[src/pse_pkg.sv]
package pse_pkg;

  localparam int unsigned StackDepth = 32;
  localparam int unsigned PtrW       = $clog2(StackDepth);
  localparam int unsigned CountW     = $clog2(StackDepth + 1);

  typedef enum logic [2:0] {
    OP_PUSH = 3'd0,
    OP_ADD  = 3'd1,
    OP_SUB  = 3'd2,
    OP_MUL  = 3'd3,
    OP_DIV  = 3'd4,
    OP_MOD  = 3'd5,
    OP_END  = 3'd6,
    OP_NONE = 3'd7
  } op_t;

  typedef enum logic [2:0] {
    ST_OK        = 3'd0,
    ST_OVERFLOW  = 3'd1,
    ST_DIVZERO   = 3'd2,
    ST_MISSING   = 3'd3,
    ST_FULL      = 3'd4,
    ST_MALFORMED = 3'd5,
    ST_RSVD6     = 3'd6,
    ST_RSVD7     = 3'd7
  } status_t;

  typedef struct packed {
    logic [2:0]         operation;
    logic signed [63:0] operand_value;
  } in_item_t;

  typedef struct packed {
    logic signed [63:0] result_value;
    logic [2:0]         status;
  } out_item_t;

endpackage

[src/postfix_stack_evaluator.sv]
// Postfix evaluator: one token per transaction, one shared add/subtract unit.
// Push tokens and tokens ignored or failed at once finish in S_IDLE; end tokens
// pass S_END and S_OUT, waiting for the previous result to leave the output
// register; one token in flight. A zero divisor stops the token at S_LOAD;
// multiply (shift-add) and divide/modulo (restoring) run 64 iterations.
// Reset (rst_n low, synchronous) empties the stack and clears the sticky error.
module postfix_stack_evaluator (
  input  logic               clk,
  input  logic               rst_n,
  input  logic               in_valid,
  output logic               in_ready,
  input  pse_pkg::in_item_t  in_data,
  output logic               out_valid,
  input  logic               out_ready,
  output pse_pkg::out_item_t out_data
);

  typedef enum logic [3:0] {
    S_IDLE, S_RD_R, S_RD_L, S_LOAD, S_ITER, S_FIX, S_WB, S_END, S_OUT
  } state_t;

  state_t                         state_r;
  logic [pse_pkg::CountW-1:0]     count_r;
  pse_pkg::status_t               err_r;
  logic [2:0]                     op_r;
  logic [63:0]                    left_r, right_r;
  logic [63:0]                    acc_r, rem_r, mag_r;
  logic [64:0]                    wide_r;
  logic [6:0]                     iter_r;
  logic                           ovf_r;
  logic                           out_valid_r;
  pse_pkg::out_item_t             out_r;

  // stack memory and registered read
  logic [63:0]                    mem [pse_pkg::StackDepth];
  logic [pse_pkg::PtrW-1:0]       rd_addr;
  logic [63:0]                    rd_data_r;
  logic                           wr_en;
  logic [pse_pkg::PtrW-1:0]       wr_addr;
  logic [63:0]                    wr_data;

  always_ff @(posedge clk) begin
    if (wr_en) mem[wr_addr] <= wr_data;
    rd_data_r <= mem[rd_addr];
  end

  // shared 65-bit adder
  logic [64:0] add_a, add_b, add_s;
  logic        add_sub;
  assign add_s = add_sub ? (add_a - add_b) : (add_a + add_b);

  logic ln, rn, neg;
  logic [63:0] ml, mr;
  assign ln  = left_r[63];
  assign rn  = right_r[63];
  assign neg = ln ^ rn;
  assign ml  = ln ? (64'd0 - left_r) : left_r;
  assign mr  = rn ? (64'd0 - right_r) : right_r;

  assign in_ready  = (state_r == S_IDLE);
  assign out_valid = out_valid_r;
  assign out_data  = out_r;

  // memory addressing
  always_comb begin
    rd_addr = '0;
    if (state_r == S_IDLE)
      rd_addr = pse_pkg::PtrW'(count_r - pse_pkg::CountW'(1));
    else if (state_r == S_RD_R)
      rd_addr = pse_pkg::PtrW'(count_r - pse_pkg::CountW'(2));
    else if (state_r == S_END)
      rd_addr = '0;
    wr_en   = 1'b0;
    wr_addr = pse_pkg::PtrW'(count_r - pse_pkg::CountW'(2));
    wr_data = acc_r;
    if (state_r == S_IDLE && in_valid && in_data.operation == pse_pkg::OP_PUSH &&
        err_r == pse_pkg::ST_OK && count_r < pse_pkg::CountW'(pse_pkg::StackDepth)) begin
      wr_en   = 1'b1;
      wr_addr = pse_pkg::PtrW'(count_r);
      wr_data = in_data.operand_value;
    end else if (state_r == S_WB && !ovf_r) begin
      wr_en = 1'b1;
    end
  end

  // adder operand selection
  always_comb begin
    add_a   = '0;
    add_b   = '0;
    add_sub = 1'b0;
    unique case (state_r)
      S_LOAD: begin
        add_a   = {left_r[63], left_r};
        add_b   = {right_r[63], right_r};
        add_sub = (op_r == pse_pkg::OP_SUB);
      end
      S_ITER: begin
        if (op_r == pse_pkg::OP_MUL) begin
          add_a = {wide_r[63:0], 1'b0};
          add_b = mag_r[63] ? {1'b0, ml} : 65'd0;
        end else begin
          add_a   = {rem_r, mag_r[63]};
          add_b   = {1'b0, mr};
          add_sub = 1'b1;
        end
      end
      S_FIX: begin
        if (op_r == pse_pkg::OP_MOD) begin
          add_a = {1'b1, 64'd0 - rem_r};
          add_b = {right_r[63], right_r};
        end else begin
          add_a   = 65'd0;
          add_b   = wide_r;
          add_sub = neg;
          if (!neg) add_b = wide_r;
        end
      end
      default: ;
    endcase
  end

  always_ff @(posedge clk) begin
    if (!rst_n) begin
      state_r     <= S_IDLE;
      count_r     <= '0;
      err_r       <= pse_pkg::ST_OK;
      out_valid_r <= 1'b0;
    end else begin
      // raise a new result once the slot is free, drop a delivered one
      if (state_r == S_OUT && (!out_valid_r || out_ready)) out_valid_r <= 1'b1;
      else if (out_ready) out_valid_r <= 1'b0;
      unique case (state_r)
        S_IDLE: begin
          if (in_valid) begin
            op_r <= in_data.operation;
            if (in_data.operation == pse_pkg::OP_END) begin
              state_r <= S_END;
            end else if (in_data.operation == pse_pkg::OP_PUSH) begin
              if (err_r == pse_pkg::ST_OK) begin
                if (count_r < pse_pkg::CountW'(pse_pkg::StackDepth))
                  count_r <= count_r + pse_pkg::CountW'(1);
                else
                  err_r <= pse_pkg::ST_FULL;
              end
            end else if (in_data.operation != pse_pkg::OP_NONE &&
                         err_r == pse_pkg::ST_OK) begin
              if (count_r < pse_pkg::CountW'(2)) err_r <= pse_pkg::ST_MISSING;
              else state_r <= S_RD_R;
            end
          end
        end
        S_RD_R: begin
          // top of stack arrives first
          right_r <= rd_data_r;
          state_r <= S_RD_L;
        end
        S_RD_L: begin
          left_r  <= rd_data_r;
          state_r <= S_LOAD;
        end
        S_LOAD: begin
          iter_r <= 7'd0;
          if (op_r == pse_pkg::OP_ADD || op_r == pse_pkg::OP_SUB) begin
            acc_r   <= add_s[63:0];
            ovf_r   <= add_s[64] ^ add_s[63];
            state_r <= S_WB;
          end else if (op_r != pse_pkg::OP_MUL && mr == 64'd0) begin
            err_r   <= pse_pkg::ST_DIVZERO;
            state_r <= S_IDLE;
          end else begin
            ovf_r   <= 1'b0;
            mag_r   <= (op_r == pse_pkg::OP_MUL) ? mr : ml;
            wide_r  <= '0;
            rem_r   <= '0;
            acc_r   <= '0;
            state_r <= S_ITER;
          end
        end
        S_ITER: begin
          mag_r  <= {mag_r[62:0], 1'b0};
          iter_r <= iter_r + 7'd1;
          if (op_r == pse_pkg::OP_MUL) begin
            wide_r <= {1'b0, add_s[63:0]};
            if (wide_r[63] || add_s[64]) ovf_r <= 1'b1;
          end else if (!add_s[64]) begin
            rem_r <= add_s[63:0];
            acc_r <= {acc_r[62:0], 1'b1};
          end else begin
            rem_r <= {rem_r[62:0], mag_r[63]};
            acc_r <= {acc_r[62:0], 1'b0};
          end
          if (iter_r == 7'd63) begin
            state_r <= S_FIX;
          end
        end
        S_FIX: begin
          state_r <= S_WB;
          if (op_r == pse_pkg::OP_MUL) begin
            acc_r <= add_s[63:0];
            if (ovf_r || (!neg && wide_r[63]) ||
                (neg && wide_r[63] && wide_r[62:0] != 63'd0))
              ovf_r <= 1'b1;
          end else if (op_r == pse_pkg::OP_DIV) begin
            acc_r <= neg ? (64'd0 - acc_r) : acc_r;
            if (!neg && acc_r[63]) ovf_r <= 1'b1;
          end else begin
            if (ln && rem_r != 64'd0) begin
              acc_r <= add_s[63:0];
              if (rn && !add_s[63]) ovf_r <= 1'b1;
            end else begin
              acc_r <= rem_r;
            end
          end
        end
        S_WB: begin
          if (ovf_r) err_r <= pse_pkg::ST_OVERFLOW;
          else count_r <= count_r - pse_pkg::CountW'(1);
          state_r <= S_IDLE;
        end
        S_END: begin
          state_r <= S_OUT;
        end
        S_OUT: begin
          if (!out_valid_r || out_ready) begin
            if (err_r != pse_pkg::ST_OK) begin
              out_r.status       <= err_r;
              out_r.result_value <= '0;
            end else if (count_r == pse_pkg::CountW'(1)) begin
              out_r.status       <= pse_pkg::ST_OK;
              out_r.result_value <= rd_data_r;
            end else begin
              out_r.status       <= pse_pkg::ST_MALFORMED;
              out_r.result_value <= '0;
            end
            count_r <= '0;
            err_r   <= pse_pkg::ST_OK;
            state_r <= S_IDLE;
          end
        end
        default: state_r <= S_IDLE;
      endcase
    end
  end

endmodule
[config.mk]
export PLATFORM = sky130hd
export DESIGN_NAME = postfix_stack_evaluator
export DESIGN_NICKNAME = d
export VERILOG_FILES = /design/src/pse_pkg.sv /design/src/postfix_stack_evaluator.sv
export SDC_FILE = /design/constraint.sdc
export NUM_CORES = 2
export LEC_CHECK = 0
export ABC_AREA = 1
export BUFFER_PORTS_ARGS = -buffer_cell sky130_fd_sc_hd__buf_2
export CORE_MARGIN = 2
export CORE_UTILIZATION = 30
export CTS_CLUSTER_SIZE = 8
export DETAILED_ROUTE_END_ITERATION = 6
export GPL_ROUTABILITY_DRIVEN = 0
export PLACE_DENSITY = 0.47
export SLEW_MARGIN = 20
export SYNTH_ARGS = -nofsm -noshare
export SYNTH_HDL_FRONTEND = slang
export SYNTH_SLANG_ARGS = --single-unit
[constraint.sdc]
create_clock -name clk -period 9.26 [get_ports clk]
set_input_delay 0.463 -clock clk [delete_from_list [all_inputs] [get_ports clk]]
set_output_delay 0.463 -clock clk [all_outputs]
set_load 0.03 [all_outputs]
Word-level counts from Yosys, hierarchy flattened
Memory sizes are Yosys's and may differ from the RTL's. A register that Yosys moved wholly into a read port is not among the register bits.
Index checks and enable logic that the tools add are counted.
Widths: inputs -> output; s select.
{"block": "word_totals", "reg_bits": 477, "ram_bits": 2048, "wordCells": 214, "memories": 1, "output_inout_bits": 69, "input_bits": 71}
{"memory": "mem", "words": 32, "width": 64, "rd": 1, "rd_ports_with_merged_regs": 1, "write_ports": 1, "line_no": "postfix_stack_evaluator.sv:35", "text": "logic [63:0] mem [pse_pkg::StackDepth];"}
{"block": "classes", "n_bitwise": 3, "n_eq_ne": 46, "n_lt_le_gt_ge": 2, "n_addsub": 10, "mux": 88, "n_reduce_logical": 49}
{"operator": "$mux 64", "count": 18}
{"operator": "$mux 65", "count": 7}
{"operator": "$pmux 65 s3", "count": 2}
{"operator": "$pmux 64 s2", "count": 2}
{"operator": "$sub 1x64->64 const A", "count": 4}
{"operator": "$pmux 64 s3", "count": 1}
{"operator": "$pmux 65 s2", "count": 1}
{"operator": "$add 65x65->65", "count": 1}
{"operator": "$sub 65x65->65", "count": 1}
{"operator": "$logic_not 64->1", "count": 1}
{"operator": "$reduce_bool 64->1", "count": 1}
{"operator": "$reduce_bool 63->1", "count": 1}
{"operator": "$mux 3", "count": 15}
{"operator": "$mux 6", "count": 7}
{"operator": "$pmux 4 s8", "count": 1}
{"operator": "$mux 4", "count": 7}
{"operator": "$ne 2x2->1 const B", "count": 11}
{"operator": "$mux 1", "count": 19}
{"operator": "$pmux 6 s3", "count": 1}
{"operator": "$eq 4x3->1 const B", "count": 4}
{"operator": "$ne 4x4->1 const B", "count": 4}
{"operator": "$mux 5", "count": 3}
{"operator": "$ne 3x3->1 const B", "count": 5}
{"operator": "$reduce_and 5->1", "count": 3}
{"operator": "38 further kinds", "count": 78}

Longest topological paths before layout
{"block": "depth", "ltp_word": 14, "mapped_depth": 42, "mapped_depth_nobuf": 41}

Worst setup path after synthesis
OpenSTA, ideal clock, no wires.
{"block": "synth_timing", "path_type": "reg2reg", "start": "reg right_r[5]", "end": "reg acc_r[0], enable pin", "setup_slack_ns": 2.512, "t_arrival_ns": 6.183, "path_stages_with_launch": 18, "path_buffers": 0, "required_time_ns": 8.695, "synth_period_minus_slack_ns": 6.748, "setup_ns": 0.565, "cell_sequence": "edfxtp_1 -> nor2_1 -> nand2_1 -> nor2_2 -> nand2_1 -> nor2_2 -> nand2_1 -> nand2_1 -> nand2_1 -> nand2_1 -> nand2_1 -> nand2_1 -> nor3_1 -> nand4_1 -> nor2_1 -> nand4_1 -> nand3_1 -> nor3_1"}
{"block": "synth_between", "elab_chain_len": 6}
{"item": "start, declared", "line_no": "postfix_stack_evaluator.sv:26", "text": "logic [63:0] left_r, right_r;"}
{"item": "start signal, assigned", "line_no": "postfix_stack_evaluator.sv:154", "text": "right_r <= rd_data_r;"}
{"item": "$sub 1x64->64", "line_no": "postfix_stack_evaluator.sv:58", "text": "assign mr = rn ? (64'd0 - right_r) : right_r;"}
{"item": "$mux 64 (*)", "line_no": "postfix_stack_evaluator.sv:58"}
{"item": "$logic_not 64->1 (*)", "line_no": "postfix_stack_evaluator.sv:167", "text": "end else if (op_r != pse_pkg::OP_MUL && mr == 64'd0) begin"}
{"item": "$logic_and 1x1->1 (*)", "line_no": "postfix_stack_evaluator.sv:167"}
{"item": "$ne 3x3->1 (no source line) (*)"}
{"item": "$reduce_and 5->1 (no source line) (*)"}
{"item": "end signal, assigned", "line_no": "postfix_stack_evaluator.sv:164", "text": "acc_r <= add_s[63:0];"}
{"item": "end signal, assigned", "line_no": "postfix_stack_evaluator.sv:187", "text": "acc_r <= {acc_r[62:0], 1'b1};"}
{"item": "end signal, assigned", "line_no": "postfix_stack_evaluator.sv:190", "text": "acc_r <= {acc_r[62:0], 1'b0};"}
{"item": "end, declared", "line_no": "postfix_stack_evaluator.sv:27", "text": "logic [63:0] acc_r, rem_r, mag_r;"}
Every way passes the cells marked *; elsewhere a longest branch is shown, timed or not.
A chain may end at the register's enable or synchronous reset.

Final worst setup path
{"block": "layout_timing", "start": "reg state_r[2]", "end": "reg rem_r[3] (data pin)"}
{"block": "layout_between", "elab_chain_len": 7, "elab_cells_between_ends": 12, "cone_classes": "add/sub: 2; eq/ne: 3; mux: 7"}
{"item": "start, declared", "line_no": "postfix_stack_evaluator.sv:22", "text": "state_t state_r;"}
{"item": "start signal, assigned", "line_no": "postfix_stack_evaluator.sv:124", "text": "state_r <= S_IDLE;"}
{"item": "start signal, assigned", "line_no": "postfix_stack_evaluator.sv:137", "text": "state_r <= S_END;"}
{"item": "start signal, assigned", "line_no": "postfix_stack_evaluator.sv:148", "text": "else state_r <= S_RD_R;"}
{"item": "$eq 4x3->1 (tied with other cells)", "line_no": "postfix_stack_evaluator.sv:91", "text": "unique case (state_r)"}
{"item": "$pmux 65 s3", "line_no": "postfix_stack_evaluator.sv:91"}
{"item": "$add 65x65->65 or $sub 65x65->65 (tied branches)", "line_no": "postfix_stack_evaluator.sv:50", "text": "assign add_s = add_sub ? (add_a - add_b) : (add_a + add_b);"}
{"item": "$mux 65", "line_no": "postfix_stack_evaluator.sv:50"}
{"item": "$mux 64", "line_no": "postfix_stack_evaluator.sv:185", "text": "end else if (!add_s[64]) begin"}
{"item": "$mux 64", "line_no": "postfix_stack_evaluator.sv:182", "text": "if (op_r == pse_pkg::OP_MUL) begin"}
{"item": "$pmux 64 s2 (*)", "line_no": "postfix_stack_evaluator.sv:132", "text": "unique case (state_r)"}
{"item": "end signal, assigned", "line_no": "postfix_stack_evaluator.sv:186", "text": "rem_r <= add_s[63:0];"}
{"item": "end signal, assigned", "line_no": "postfix_stack_evaluator.sv:189", "text": "rem_r <= {rem_r[62:0], mag_r[63]};"}
{"item": "end, declared", "line_no": "postfix_stack_evaluator.sv:27"}
Every way passes the cells marked *; elsewhere a longest branch is shown, timed or not. The select of a mux whose other input is x is not followed.

==> impl_metrics.env <==
export IMPL_core_area_um2=402000
export IMPL_timing_critical_path_arrival_ns=8.27
export IMPL_final_min_clock_period_ns=7.58
export IMPL_netlist_cell_type_count=70
export IMPL_ir_drop_mv=0.403
export IMPL_cts_num_sinks=2588
export IMPL_clk_transition_reported_paths_ns=0.06
export IMPL_setup_reg_to_reg_worst_slack_ns=1.68
export IMPL_initial_utilization_pct=30.1
export IMPL_synth_area_leader_cell="edfxtp_1"
export IMPL_critical_path_endpoint_type="flop"
export IMPL_setup_viol=0
export IMPL_cts_tree="yes"
export IMPL_setup_tns_ns=0
export IMPL_dp_slack_ns=1.97
export IMPL_violations="DRC"
export IMPL_clock_network_latency_to_the_later_pin_of_the_worst_skew_pair_ns=0.98
export IMPL_first_pass_grt_wire_length_mm=720
export IMPL_synth_main_ff_cell="edfxtp_1"
export IMPL_setup_slack_ns=1.68
export IMPL_timing_worst_setup_path_type="flop to flop"
export IMPL_ant_nets=0
export IMPL_via_count_of_the_first_global_routing_pass=89600
export IMPL_io_pins=140
export IMPL_largest_net_degree_at_the_start_of_global_routing=157
export IMPL_synth_async_reset_ratio_pct=0
export IMPL_worst_hold_path_type="input pin to flop"
export IMPL_htree_num_levels=5
export IMPL_cts_root_buffer="clkbuf_16"
export IMPL_critPathBufInv=7
export IMPL_gr_total_overflow=0
export IMPL_nNetsFinal=12200
export IMPL_synth_edff_count=2510
export IMPL_critPathMostFrequentCell="nand2_1"
export IMPL_drv_cap=0
export IMPL_worst_path_max_fanout=72
export IMPL_layout_area_overhead_vs_synth_pct=15.1
export IMPL_critical_path_max_stage_delay_ns=0.64
export IMPL_timing_hold_violations_final=0
export IMPL_drt_iter0_drc=12900
export IMPL_timing_max_transition_violations_final=0
export IMPL_synth_cells=12000
export IMPL_outcome="finished, violations left"
export IMPL_num_fill_cells=40500
export IMPL_routed_via_count=96400
export IMPL_startpoint_type="flop"
export IMPL_die_h_um=639
export IMPL_drcViolationCount=2
export IMPL_worst_hold_path_num_cells=4
export IMPL_drive_gt1_share_pct=8.24
export IMPL_postSynthNetCount=12100
export IMPL_netlist_area_leader_share_pct=62.4
export IMPL_floorplan_rows=233
export IMPL_total_number_of_yosys_warnings=0
export IMPL_final_setup_skew_ns=0.0986
export IMPL_worstMarginPinSlew_ns=1.25
export IMPL_grt_setup_unrepaired="no"
export IMPL_max_freq_ghz=0.132
export IMPL_drt_total_wl_mm=524
export IMPL_via_per_inst=5.47
export IMPL_floorplan_die_width_um=639
export IMPL_globalRouteTotalUtil_pct=24.8
export IMPL_cp_num_cells=37
export IMPL_timing_reg2reg_worst_path_depth=37
export IMPL_antenna_found_initial=24
export IMPL_place_port_buffers=139
export IMPL_post_cts_setup_buffers=0
export IMPL_worstPathRequired_ns=9.95
export IMPL_layout_worst_path_cycle_share_pct=81.9
export IMPL_slew_headroom_pct=16.2
export IMPL_worst_path_dominant_cell_family="simple AND/OR/NAND/NOR gates"
export IMPL_floorplan_die_area_um2=408000
export IMPL_syn_area_per_cell_um2=10.1
export IMPL_syn_cell_area_um2=121000
export IMPL_clock_path_buffers=4
export IMPL_detail_route_wl_per_cell_um=29.8
export IMPL_cts_made_buffers=366
export IMPL_power_density_nw_per_um2=344
export IMPL_synth_area_leaders="edfxtp_1 62%, nor2_1 7.1%, o21ai_0 6.8%"
export IMPL_yosysSeqAreaShare_pct=63.6
export IMPL_leakage_nw=48.9
export IMPL_yosys_register_bits=2588
export IMPL_hpwl_mm=331
export IMPL_detailedRoute_firstPassIterationCount=7
export IMPL_critPathSlowestCell="o21ai_1"
[kinds of logic (layout without fill, tap and decap cells)]
group	after synthesis	after routing	share of synthesized area [%]
compound gates	2968	2968	13.8
simple gates	4688	4688	15.7
xor+xnor	173	173	1.25
flops	2588	2588	63.6
other cells	0	4	0
buf+inv	1463	1826	4.74
fa+ha+maj	78	78	0.814
[worst paths after layout]
| check | startpoint | to |
|---|---|---|
| max | state_r[2]$_SDFFE_PN0P_ | rem_r[3]$_SDFFCE_PN0P_ |
| min reg2reg | err_r[1]$_SDFFE_PN0P_ | out_data[1]$_SDFFCE_PN0P_ |
| min | in_data[37] | mem[29][37]$_DFFE_PP_ |
| max reg2reg | state_r[2]$_SDFFE_PN0P_ | rem_r[3]$_SDFFCE_PN0P_ |
[report_power, final]
group | total (mW) | leakage, nW | switching (mW) | internal (mW)
logic | 20.8 | 20.5 | 15.6 | 5.20
clock network | 12.7 | 5.07 | 5.24 | 7.49
registers | 14.4 | 23.3 | 0.831 | 13.5
total | 47.9 | 48.9 | 21.7 | 26.2
[metal layers]
metal	part of all wire (%)	vias to the layer above	GRT usage, %
met4	6.9	10	14.4
met1	40	47900	32.1
met3	8.0	1185	4.33
met2	45	4770	39.1
li1	-	42500	-
met5	0.071	-	0
[layout make-up]
cell class	count	area [um2]	area share (%)
clock buffer	607	10200	7.33
antenna	4	10.0	0.00720
tap	5287	6620	4.76
multi-input combinational	7907	38800	27.9
inverter	811	3090	2.22
clock inverter	29	490	0.353
sequential	2588	76900	55.3
timing repair buffer	379	2900	2.09
[flip-flops by register name, indices dropped and copies added, names as in the netlist]
register and flops:
rem_r 64, left_r 64, err_r 3, wide_r 64, count_r 6, rd_data_r 64
acc_r 64, out_valid 1, iter_r 7, right_r 64, out_data 67, mem 2048
mag_r 64, ovf_r 1, state_r 4, op_r 3
[repair_timing]
| action | in CTS | in global routing |
|---|---|---|
| endpoints found under the hold margin | 13 | 0 |
| hold buffers | 8 | 0 |
| gates resized for setup | 0 | 0 |
[synth_stat cells (35+ instances only)]
cell type and n:
xor2_1 137, a22oi_1 56, dfxtp_1 78, o221ai_1 42
edfxtp_1 2510, a31oi_1 51, nor2_1 2290, nand2_1 1683
nor4_1 65, xnor2_1 36, o22ai_1 684, o21ai_0 1638
ha_1 77, nand3_1 393, nand4_1 53, clkbuf_1 566
a21oi_1 309, o211ai_1 35, nor3_1 91, inv_1 790
[placed cells by master (no fill, tap or decap), types with 15 or more instances in the layout]
master / count
buf_4: 202
nand2_1: 1671
o21ai_0: 1589
nand4_1: 53
a22oi_1: 56
o31ai_1: 22
buf_2: 139
buf_12: 29
a22oi_2: 28
nor4_1: 65
clkbuf_1: 234
nand3_1: 393
nand2_2: 20
a21oi_1: 309
o21bai_1: 15
o211ai_1: 35
a31oi_1: 51
o22ai_1: 681
o221ai_1: 42
nor2_2: 30
ha_1: 77
o21ai_2: 42
dfxtp_1: 78
nand3b_1: 19
xnor2_1: 35
nor2_1: 2253
o2111ai_1: 18
inv_1: 784
nor2_4: 49
nor3_1: 88
clkbuf_16: 372
edfxtp_1: 2510
xor2_1: 137
[tightest hold or removal path, stage by stage]
cell and delay (ns):
buf_2 0.09, nand2_1 0.06, o21ai_2 0.05, buf_4 0.22
[metrics by stage]
step           instance area [um2]  hold WS, ns  power [mW]  instances  utilization [%]
5_1_grt                     139000        0.160        50.0      17600             34.6
3_5_place_dp                128000        0.503        34.8      17000             31.9
6_report                    139000        0.175        47.9      17600             34.6
3_3_place_gp                128000        0.503        34.9      17000             31.9
2_1_floorplan               121000        0.426        26.1      12000                -
4_1_cts                     139000       0.0807        47.6      17600             34.6
Note: power is estimated with default switching activity, not from simulation.
